$ cat src/hdl/bsws_pkg.sv
package bsws_pkg;

  // operation codes carried by an input word
  typedef enum logic [1:0] {
    OP_PUSH = 2'd0,
    OP_POP  = 2'd1,
    OP_DUMP = 2'd2,
    OP_SWAP = 2'd3
  } opcode_e;

  // completion codes carried by a result word
  typedef enum logic [1:0] {
    ST_OK        = 2'd0,
    ST_OVERFLOW  = 2'd1,
    ST_UNDERFLOW = 2'd2,
    ST_BADINDEX  = 2'd3
  } status_e;

  localparam int unsigned DataW  = 32;
  localparam int unsigned IndexW = 4;

  typedef logic signed [DataW-1:0] data_t;
  typedef logic [IndexW-1:0]       index_t;

endpackage

$ cat src/hdl/bsws_in_if.sv
interface bsws_in_if;
  logic                valid;
  logic                ready;
  bsws_pkg::opcode_e   opcode;
  bsws_pkg::data_t     push_value;
  bsws_pkg::index_t    index_a;
  bsws_pkg::index_t    index_b;

  modport source (output valid, output opcode, output push_value, output index_a,
                  output index_b, input ready);
  modport sink   (input valid, input opcode, input push_value, input index_a,
                  input index_b, output ready);
endinterface

$ cat src/hdl/bsws_out_if.sv
interface bsws_out_if;
  logic                valid;
  logic                ready;
  bsws_pkg::data_t     read_value;
  bsws_pkg::status_e   status;
  logic                last;

  modport source (output valid, output read_value, output status, output last,
                  input ready);
  modport sink   (input valid, input read_value, input status, input last,
                  output ready);
endinterface

$ cat src/hdl/bounded_stack_with_swap.sv
// channel | dir | handshake        | word
// in_i    | in  | valid / ready    | opcode, push_value, index_a, index_b
// out_o   | out | valid / ready    | read_value, status, last
//
// One item at a time. Push and a rejected op go from accept straight to the output load.
// Pop adds one read through the entry RAM. Swap adds two reads and two writes on the
// single-port-per-direction entry RAM. Dump repeats, for each stored word, one RAM
// read followed by one output load.
// Reset clears the fill count and the control state; entries stay unknown.
// A stalled output holds its word; a new input waits until the op completes.
module bounded_stack_with_swap #(
  parameter int unsigned DEPTH = 16
) (
  input logic       clk_i,
  input logic       rst_ni,
  bsws_in_if.sink   in_i,
  bsws_out_if.source out_o
);
  import bsws_pkg::*;

  localparam int unsigned AddrW = $clog2(DEPTH);
  localparam int unsigned CntW  = $clog2(DEPTH + 1);
  localparam int unsigned CmpW  = (CntW > IndexW) ? CntW : IndexW;

  localparam logic [2:0] S_IDLE   = 3'd0;
  localparam logic [2:0] S_POP_RD = 3'd1;
  localparam logic [2:0] S_DMP_RD = 3'd2;
  localparam logic [2:0] S_SW_RA  = 3'd3;
  localparam logic [2:0] S_SW_RB  = 3'd4;
  localparam logic [2:0] S_SW_WB  = 3'd5;
  localparam logic [2:0] S_EMIT   = 3'd6;

  logic [2:0]       state_q, state_d;
  logic [CntW-1:0]  fill_q, fill_d;
  logic [AddrW-1:0] idx_q, idx_d;
  logic [AddrW-1:0] addr_b_q, addr_b_d;
  logic [DataW-1:0] tmp_q, tmp_d;
  data_t            res_value_q, res_value_d;
  status_e          res_status_q, res_status_d;
  logic             res_last_q, res_last_d;

  logic             out_valid_q;
  data_t            out_value_q;
  status_e          out_status_q;
  logic             out_last_q;
  logic             load_out;
  logic             slot_free;

  logic             ram_we, ram_re;
  logic [AddrW-1:0] ram_waddr, ram_raddr;
  logic [DataW-1:0] ram_wdata, ram_rdata;

  logic             accept;
  logic             is_full, is_empty;
  logic [CmpW-1:0]  ia_ext, ib_ext, fill_ext;
  logic             swap_ok;
  logic [CntW-1:0]  idx_next_cnt;

  bsws_ram #(
    .Width(DataW),
    .Depth(DEPTH)
  ) u_entries (
    .clk_i  (clk_i),
    .we_i   (ram_we),
    .waddr_i(ram_waddr),
    .wdata_i(ram_wdata),
    .re_i   (ram_re),
    .raddr_i(ram_raddr),
    .rdata_o(ram_rdata)
  );

  // input side and decode helpers
  assign in_i.ready = (state_q == S_IDLE);
  assign accept     = in_i.valid && in_i.ready;
  assign is_full    = (fill_q == CntW'(DEPTH));
  assign is_empty   = (fill_q == '0);
  assign ia_ext     = CmpW'(in_i.index_a);
  assign ib_ext     = CmpW'(in_i.index_b);
  assign fill_ext   = CmpW'(fill_q);
  assign swap_ok    = (ia_ext < fill_ext) && (ib_ext < fill_ext) && (ia_ext < ib_ext);
  assign idx_next_cnt = CntW'(idx_q) + CntW'(1);
  assign slot_free  = !out_valid_q || out_o.ready;

  // sequencer: read, modify, write back through the entry ram
  always_comb begin
    state_d      = state_q;
    fill_d       = fill_q;
    idx_d        = idx_q;
    addr_b_d     = addr_b_q;
    tmp_d        = tmp_q;
    res_value_d  = res_value_q;
    res_status_d = res_status_q;
    res_last_d   = res_last_q;
    ram_we       = 1'b0;
    ram_waddr    = '0;
    ram_wdata    = '0;
    ram_re       = 1'b0;
    ram_raddr    = '0;
    load_out     = 1'b0;

    unique case (state_q)
      S_IDLE: begin
        if (accept) begin
          res_value_d  = '0;
          res_status_d = ST_OK;
          res_last_d   = 1'b1;
          state_d      = S_EMIT;
          unique case (in_i.opcode)
            OP_PUSH: begin
              if (is_full) begin
                res_status_d = ST_OVERFLOW;
              end else begin
                ram_we    = 1'b1;
                ram_waddr = fill_q[AddrW-1:0];
                ram_wdata = in_i.push_value;
                fill_d    = fill_q + CntW'(1);
              end
            end
            OP_POP: begin
              if (is_empty) begin
                res_status_d = ST_UNDERFLOW;
              end else begin
                ram_re    = 1'b1;
                ram_raddr = AddrW'(fill_q - CntW'(1));
                fill_d    = fill_q - CntW'(1);
                state_d   = S_POP_RD;
              end
            end
            OP_DUMP: begin
              if (is_empty) begin
                res_status_d = ST_UNDERFLOW;
              end else begin
                ram_re    = 1'b1;
                ram_raddr = '0;
                idx_d     = '0;
                state_d   = S_DMP_RD;
              end
            end
            OP_SWAP: begin
              if (is_empty) begin
                res_status_d = ST_UNDERFLOW;
              end else if (!swap_ok) begin
                res_status_d = ST_BADINDEX;
              end else begin
                ram_re    = 1'b1;
                ram_raddr = ia_ext[AddrW-1:0];
                idx_d     = ia_ext[AddrW-1:0];
                addr_b_d  = ib_ext[AddrW-1:0];
                state_d   = S_SW_RA;
              end
            end
            default: ;
          endcase
        end
      end
      S_POP_RD: begin
        res_value_d = ram_rdata;
        state_d     = S_EMIT;
      end
      S_DMP_RD: begin
        res_value_d  = ram_rdata;
        res_status_d = ST_OK;
        res_last_d   = (idx_next_cnt == fill_q);
        state_d      = S_EMIT;
      end
      S_SW_RA: begin
        tmp_d     = ram_rdata;
        ram_re    = 1'b1;
        ram_raddr = addr_b_q;
        state_d   = S_SW_RB;
      end
      S_SW_RB: begin
        ram_we    = 1'b1;
        ram_waddr = idx_q;
        ram_wdata = ram_rdata;
        state_d   = S_SW_WB;
      end
      S_SW_WB: begin
        ram_we    = 1'b1;
        ram_waddr = addr_b_q;
        ram_wdata = tmp_q;
        state_d   = S_EMIT;
      end
      S_EMIT: begin
        if (slot_free) begin
          load_out = 1'b1;
          if (res_last_q) begin
            state_d = S_IDLE;
          end else begin
            // next dump word
            idx_d     = idx_next_cnt[AddrW-1:0];
            ram_re    = 1'b1;
            ram_raddr = idx_next_cnt[AddrW-1:0];
            state_d   = S_DMP_RD;
          end
        end
      end
      default: state_d = S_IDLE;
    endcase
  end

  // control registers
  always_ff @(posedge clk_i or negedge rst_ni) begin
    if (!rst_ni) begin
      state_q     <= S_IDLE;
      fill_q      <= '0;
      out_valid_q <= 1'b0;
    end else begin
      state_q <= state_d;
      fill_q  <= fill_d;
      if (load_out) begin
        out_valid_q <= 1'b1;
      end else if (out_o.ready) begin
        out_valid_q <= 1'b0;
      end
    end
  end

  // payload registers
  always_ff @(posedge clk_i) begin
    idx_q        <= idx_d;
    addr_b_q     <= addr_b_d;
    tmp_q        <= tmp_d;
    res_value_q  <= res_value_d;
    res_status_q <= res_status_d;
    res_last_q   <= res_last_d;
    if (load_out) begin
      out_value_q  <= res_value_q;
      out_status_q <= res_status_q;
      out_last_q   <= res_last_q;
    end
  end

  // output register
  assign out_o.valid      = out_valid_q;
  assign out_o.read_value = out_value_q;
  assign out_o.status     = out_status_q;
  assign out_o.last       = out_last_q;

endmodule

$ cat src/hdl/bsws_ram.sv
module bsws_ram #(
  parameter int unsigned Width = 32,
  parameter int unsigned Depth = 16
) (
  input  logic                     clk_i,
  input  logic                     we_i,
  input  logic [$clog2(Depth)-1:0] waddr_i,
  input  logic [Width-1:0]         wdata_i,
  input  logic                     re_i,
  input  logic [$clog2(Depth)-1:0] raddr_i,
  output logic [Width-1:0]         rdata_o
);

  logic [Width-1:0] mem_q [Depth];
  logic [Width-1:0] rdata_q;

  // write port
  always_ff @(posedge clk_i) begin
    if (we_i) begin
      mem_q[waddr_i] <= wdata_i;
    end
  end

  // registered read port
  always_ff @(posedge clk_i) begin
    if (re_i) begin
      rdata_q <= mem_q[raddr_i];
    end
  end

  assign rdata_o = rdata_q;

endmodule

$ cat src/flat_wrapper.sv
// flat-port wrapper written by rule: the top's interface ports become plain ports
module bounded_stack_with_swap_flat import bsws_pkg::*;
#(
  parameter int unsigned DEPTH = 16
)
  (clk_i, rst_ni, in_i_valid, in_i_opcode, in_i_push_value, in_i_index_a, in_i_index_b, in_i_ready, out_o_valid, out_o_read_value, out_o_status, out_o_last, out_o_ready);
  bsws_in_if in_i_i ();
  bsws_out_if out_o_i ();
  input logic clk_i;
  input logic rst_ni;
  input wire logic [$bits(in_i_i.valid)-1:0] in_i_valid;
  input wire logic [$bits(in_i_i.opcode)-1:0] in_i_opcode;
  input wire logic [$bits(in_i_i.push_value)-1:0] in_i_push_value;
  input wire logic [$bits(in_i_i.index_a)-1:0] in_i_index_a;
  input wire logic [$bits(in_i_i.index_b)-1:0] in_i_index_b;
  output wire logic [$bits(in_i_i.ready)-1:0] in_i_ready;
  output wire logic [$bits(out_o_i.valid)-1:0] out_o_valid;
  output wire logic [$bits(out_o_i.read_value)-1:0] out_o_read_value;
  output wire logic [$bits(out_o_i.status)-1:0] out_o_status;
  output wire logic [$bits(out_o_i.last)-1:0] out_o_last;
  input wire logic [$bits(out_o_i.ready)-1:0] out_o_ready;
  assign in_i_i.valid = in_i_valid;
  assign in_i_i.opcode = in_i_opcode;
  assign in_i_i.push_value = in_i_push_value;
  assign in_i_i.index_a = in_i_index_a;
  assign in_i_i.index_b = in_i_index_b;
  assign in_i_ready = in_i_i.ready;
  assign out_o_valid = out_o_i.valid;
  assign out_o_read_value = out_o_i.read_value;
  assign out_o_status = out_o_i.status;
  assign out_o_last = out_o_i.last;
  assign out_o_i.ready = out_o_ready;
  bounded_stack_with_swap #(.DEPTH(DEPTH)) u_core (.clk_i(clk_i), .rst_ni(rst_ni), .in_i(in_i_i), .out_o(out_o_i));
endmodule
$ cat config.mk
export PLATFORM = sky130hd
export DESIGN_NAME = bounded_stack_with_swap_flat
export DESIGN_NICKNAME = d
export VERILOG_FILES = /design/src/hdl/bsws_pkg.sv /design/src/hdl/bsws_in_if.sv /design/src/hdl/bsws_out_if.sv /design/src/hdl/bounded_stack_with_swap.sv /design/src/hdl/bsws_ram.sv /design/src/flat_wrapper.sv
export SDC_FILE = /design/constraint.sdc
export NUM_CORES = 1
export LEC_CHECK = 0
export BUFFER_PORTS_ARGS = -buffer_cell sky130_fd_sc_hd__buf_2
export CAP_MARGIN = 20
export CORE_ASPECT_RATIO = 0.9
export CORE_UTILIZATION = 35
export CTS_CLUSTER_DIAMETER = 150
export DETAILED_ROUTE_END_ITERATION = 7
export GPL_TIMING_DRIVEN = 0
export PLACE_DENSITY_LB_ADDON = 0.2
export SLEW_MARGIN = 20
export SYNTH_ARGS = -nofsm -noshare
export SYNTH_HDL_FRONTEND = slang
export SYNTH_HIERARCHICAL = 1
export SYNTH_SLANG_ARGS = --single-unit
$ cat constraint.sdc
create_clock -name clk_i -period 5.7 [get_ports clk_i]
set_input_delay 0.855 -clock clk_i [delete_from_list [all_inputs] [get_ports clk_i]]
set_output_delay 0.855 -clock clk_i [all_outputs]
set_load 0.01 [all_outputs]
# Yosys cells after proc, flatten, opt, wreduce, memory -nomap -nowiden
# Memory sizes are Yosys's and may differ from the RTL's. A register that Yosys moved wholly into a read port is not among the register bits.
# Index checks and enable logic that the tools add are counted.
# Widths: inputs -> output; s select.
# word_totals
output_inout_bits	37
regBits	119
mem_count	1
inputBits	46
mem_bits_rw	512
elab_cells	128
# classes
n_eq_ne	20
n_bitwise	1
order_cmp	3
reduce_logical	23
addsub	3
muxes	65
# mem_list
name	words	word_bits	read_ports	rd_clocked_by_memory_dff	wr	line	text
u_core.u_entries.mem_q	16	32	1	1	1	bsws_ram.sv:14	logic [Width-1:0] mem_q [Depth];
# ops
op	n
$mux 32	4
$pmux 32 s3	1
$pmux 32 s2	1
$mux 4	15
$pmux 4 s2	3
$pmux 4 s3	2
$mux 3	6
$mux 1	17
$pmux 3 s5	1
$ne 3x3->1 const B	4
$lt 4x5->1	2
$mux 2	5
$mux 5	2
$pmux 5 s2	1
$reduce_and 5->1	2
$reduce_bool 2->1	5
$eq 3x3->1 const B	3
$pmux 3 s3	1
$ne 2x2->1 const B	4
$reduce_and 8->1	1
$eq 3x2->1 const B	2
$pmux 1 s2	3
$pmux 2 s3	1
$reduce_and 2->1	3
21 further kinds	26

# Longest topological paths before layout
# logic_depth
ltp_word	8
ltp_mapped	14
ltp_nobuf	10

# Modules after synthesis
# Netlist, hierarchy kept.
# by_module_without_submodules
mod	instances	area_per_inst_um2	cells_each	seq_area_each_um2
bsws_ram	1	20155.6	838	16335.7
bounded_stack_with_swap	1	5627.9	422	3528.4

# Least setup slack after synthesis
# OpenSTA, ideal clock, no wires.
# synth_path
path_kind	input -> register
from	in in_i_opcode[0]
to	mem u_core.u_entries.mem_q[0][0] (enable)
t_required_ps	5239
arrival_time_ps	4632
n_path_buf	2
setup_slack_ps	607
cell_stages	9
setup_ps	461
cell_sequence	inv_1 ha_1 clkbuf_1 nand2_2 a21oi_4 buf_6 a21o_1 or3b_2 nor3_1
# synth_via
elab_chain_cells	6
elab_cells_between_ends	9
cone_classes	8 x mux; 1 x reduce/logical
# synth_rtl
item	line	text
start: declaration	flat_wrapper.sv:12	input wire logic [$bits(in_i_i.opcode)-1:0] in_i_opcode;
$logic_not 2->1	bounded_stack_with_swap.sv:108	unique case (in_i.opcode)
$mux 1	bounded_stack_with_swap.sv:108	
$mux 1	bounded_stack_with_swap.sv:103	if (accept) begin
$pmux 1 s2	bounded_stack_with_swap.sv:101	unique case (state_q)
net u_core.ram_we	bounded_stack_with_swap.sv:49	logic ram_we, ram_re;
$mux 1	bsws_ram.sv:19	if (we_i) begin
$mux 1 (not written as such)	bsws_ram.sv:20	mem_q[waddr_i] <= wdata_i;
end: declaration	bsws_ram.sv:14	
# The timed path passes the listed nets, and every way through them passes these cells.

# Worst setup path in the final report
# layout_path
from	reg u_core.fill_q[1], in the netlist u_core/fill_ext[1]
to	mem u_core.u_entries.mem_q[0][15] (enable)
# layout_via
elab_chain_cells	7
elab_cells_between_ends	11
cone_classes	1 x eq/ne; 10 x mux
# layout_rtl
item	line	text
start: declaration	bounded_stack_with_swap.sv:34	logic [CntW-1:0] fill_q, fill_d;
start signal: assignment	bounded_stack_with_swap.sv:210	fill_q <= fill_d;
$eq 5x5->1	bounded_stack_with_swap.sv:75	assign is_full = (fill_q == CntW'(DEPTH));
$mux 1	bounded_stack_with_swap.sv:110	if (is_full) begin
$mux 1	bounded_stack_with_swap.sv:108	
$mux 1	bounded_stack_with_swap.sv:103	
$pmux 1 s2	bounded_stack_with_swap.sv:101	
net u_core.ram_we	bounded_stack_with_swap.sv:49	
$mux 1	bsws_ram.sv:19	
$mux 1 (not written as such)	bsws_ram.sv:20	
# The timed path passes the listed nets, and every way through them passes these cells.

==> flow_metrics.env <==
export IMPL_power_leakage_nw=10.1
export IMPL_start_util_pct=35.3
export IMPL_nNetsFinal=1525
export IMPL_root_buffer="clkbuf_16"
export IMPL_synthDistinctLibCells=58
export IMPL_grt_use_total_pct=18.3
export IMPL_syn_area_um2=25800
export IMPL_dp_hpwl_mm=44.3
export IMPL_cts_buffers=71
export IMPL_end_kind="flip-flop"
export IMPL_die_x_um=288
export IMPL_drt_vias_per_instance=5.35
export IMPL_drc=14
export IMPL_num_vias=13274
export IMPL_setup_violations=0
export IMPL_gp_congestion=0.799
export IMPL_grt_pass1_wl_mm=96.8
export IMPL_clk_pin_slew_worst_paths_ps=60
export IMPL_cts_sinks=663
export IMPL_setup_ws_ps=1160
export IMPL_timing_final_crit_share_pct=79.6
export IMPL_first_pass_iters=7
export IMPL_grt_max_degree=33
export IMPL_final_antenna_net_count=0
export IMPL_crit_arrival_ps=4840
export IMPL_cts_hold_buf=0
export IMPL_drv_slew=0
export IMPL_std_cell_rows=94
export IMPL_synthToLayoutAreaGrowth_pct=18.8
export IMPL_synth_ff_type="edfxtp_1"
export IMPL_synth_top_area_cell="edfxtp_1"
export IMPL_slew_headroom_pct=36.6
export IMPL_core_area_um2=73000
export IMPL_grt_antenna_before_repair=2
export IMPL_die_h_um=259
export IMPL_cts_path_max_buffers=3
export IMPL_violations="design-rule violations"
export IMPL_port_buffers=82
export IMPL_syn_inst=1260
export IMPL_grt_pass1_vias=13566
export IMPL_cp_max_fo=10
export IMPL_num_io_pins=83
export IMPL_fin_setup_tns_ps=0
export IMPL_cp_start_kind="flip-flop"
export IMPL_die_area_um2=74800
export IMPL_ys_seq_area_share_pct=77.0
export IMPL_ys_warn_count=6
export IMPL_fin_util_pct=42.0
export IMPL_tritoncts="built"
export IMPL_irDropWorstVdd_uv=254
export IMPL_finClkSkew_ps=26.5
export IMPL_synth_nets=1323
export IMPL_post_cts_resize_count=0
export IMPL_h_tree_depth=3
export IMPL_ys_seq_elements=663
export IMPL_synth_edff_count=654
export IMPL_post_cts_buffers=0
export IMPL_rsz0062_at_grt="no"
export IMPL_maxCapViolCount=0
export IMPL_p_per_area_nw_per_um2=505
export IMPL_fmax_mhz=220
export IMPL_status="finished with violations"
export IMPL_min_path_type="input port to async pin"
export IMPL_wirelength_mm=67.1
export IMPL_clkLatencyLatePin_ps=620
export IMPL_netlist_top_cells_area="edfxtp_1 (76%), mux4_2 (11%), a22oi_1 (2.0%), a222oi_1 (1.3%), dfrtp_1 (0.87%)"
export IMPL_grt_overflow=0
export IMPL_drive_gt1_share_pct=27.6
export IMPL_avgRoutedWirePerCell_um=27.1
export IMPL_drtIter0Drc=1379
export IMPL_critPathKind="flip-flop to flip-flop"
export IMPL_synthArstFlopShare_pct=1.36
export IMPL_avgSynthCellArea_um2=20.5
export IMPL_dp_slack_ps=783
export IMPL_required_ps=6000
export IMPL_final_hold_viol_count=0
export IMPL_synth_top_area_share_pct=76.2
export IMPL_post_route_min_period_ps=4540
export IMPL_worstMarginPinSlew_ps=951
export IMPL_regToRegSetupSlack_ps=1160
## final timing paths
kind	start	end	cells past startpoint
hold reg to reg	u_core/res_value_q[30]$_SDFFCE_PN0P_	u_core/out_o.read_value[30]$_DFFE_PP_	0
hold / removal	rst_ni	u_core/fill_ext[1]$_DFFE_PN0P_	1
max in group asynchronous	rst_ni	u_core/state_q[0]$_DFFE_PN0P_	1
setup / recovery	u_core/fill_ext[1]$_DFFE_PN0P_	u_core/u_entries/mem_q[0][15]$_DFFE_PP_	10
setup reg to reg	u_core/fill_ext[1]$_DFFE_PN0P_	u_core/u_entries/mem_q[0][15]$_DFFE_PP_	10
min in group clk_i	u_core/res_value_q[30]$_SDFFCE_PN0P_	u_core/out_o.read_value[30]$_DFFE_PP_	0
## where the power goes
part,internal (mW),switching (mW)
logic,1.47,2.55
registers,6.72,0.271
clock network,2.55,1.90
## state kept, by name, indices dropped and copies added (netlist names), 2 cells and up
| name | cells |
|---|---|
| u_core/out_o.status | 2 |
| u_core/tmp_q | 32 |
| u_core/u_entries/mem_q | 512 |
| u_core/addr_b_q | 4 |
| u_core/idx_q | 4 |
| u_core/u_entries/rdata_o | 32 |
| u_core/fill_ext | 5 |
| u_core/res_value_q | 32 |
| u_core/res_status_q | 2 |
| u_core/out_o.read_value | 32 |
| u_core/state_q | 3 |
## routing by layer
layer | GRT usage, % | share of wire (%) | vias to the layer above
li1 | - | - | 5651
met5 | 0 | 0 | -
met1 | 26.8 | 45 | 7062
met2 | 27.5 | 45 | 461
met4 | 5.07 | 2.2 | 0
met3 | 3.90 | 7.0 | 100
## layout make-up
class / count / area, um2
Tap cell: 960 / 1200
Clock buffer: 91 / 1890
Clock inverter: 38 / 333
Fill cell: 6392 / 42400
Sequential cell: 663 / 19900
Inverter: 48 / 180
Buffer: 69 / 402
Multi-Input combinational cell: 480 / 5470
Antenna cell: 1 / 2.50
Timing Repair Buffer: 129 / 1300
## cells by family (layout without fill, tap and decap cells)
| logic type | Yosys count | after routing | share of synthesized area [%] |
|---|---|---|---|
| and+or+nand+nor | 169 | 169 | 3.54 |
| xor gates and xnor gates | 12 | 12 | 0.408 |
| DFF | 663 | 663 | 77.0 |
| AOI/OAI and AO/OA | 154 | 154 | 4.75 |
| buffers and inverters | 117 | 375 | 2.26 |
| other | 0 | 1 | 0 |
| muxes | 128 | 128 | 11.2 |
| adders and majority gates | 17 | 17 | 0.825 |
## worst max-delay path: stages (launching register included)
cell	delay [ps]
dfrtp_1	560
inv_1	200
ha_1	280
nor3b_4	200
a21oi_4	690
buf_6	350
a21o_1	210
or3b_2	590
nor3_2	610
buf_4	310
buf_4	210
## cell usage after synthesis, types with 2 or more instances
cell type / instances
a21o_1: 2
a21oi_1: 11
a222oi_1: 34
a22oi_1: 67
a31o_2: 2
a31oi_1: 2
a41o_1: 4
and2_1: 35
and3_1: 2
buf_1: 11
buf_2: 9
buf_4: 15
buf_6: 10
clkbuf_1: 24
dfrtp_1: 9
edfxtp_1: 654
ha_1: 17
inv_1: 47
mux4_2: 128
nand2_1: 50
nand2b_1: 3
nand3_1: 12
nand3b_1: 4
nor2_1: 25
nor2b_1: 8
nor3_1: 10
nor3b_1: 2
nor4_1: 2
nor4b_4: 2
o211ai_1: 5
o21ai_0: 12
o311a_1: 2
or2_2: 3
or3b_2: 2
or4_1: 2
xnor2_1: 9
xor2_1: 3
## placed cells by master (no fill, tap or decap), types with 12 or more instances in the layout
cell type	Yosys	final
a222oi_1	34	34
a22oi_1	67	67
and2_1	35	35
buf_16	0	23
buf_2	9	91
buf_4	15	28
buf_6	10	17
clkbuf_1	24	42
clkbuf_16	0	73
clkinv_1	0	19
edfxtp_1	654	654
ha_1	17	17
inv_1	47	47
mux4_2	128	128
nand2_1	50	50
nand3_1	12	12
nor2_4	0	14
o21ai_0	12	12
## through the flow
stage / hold slack (ps) / power, mW / std cells / instance area (um2)
floorplan: 400 / 9.44 / 1260 / 25800
global placement: 402 / 10.9 / 2302 / 27400
detailed placement: 405 / 11.2 / 2349 / 28400
CTS: 66.1 / 15.7 / 2478 / 30600
global route: 81.7 / 16.2 / 2478 / 30600
finish: 89.4 / 15.5 / 2479 / 30600
Power figures use the tool's default switching activity.
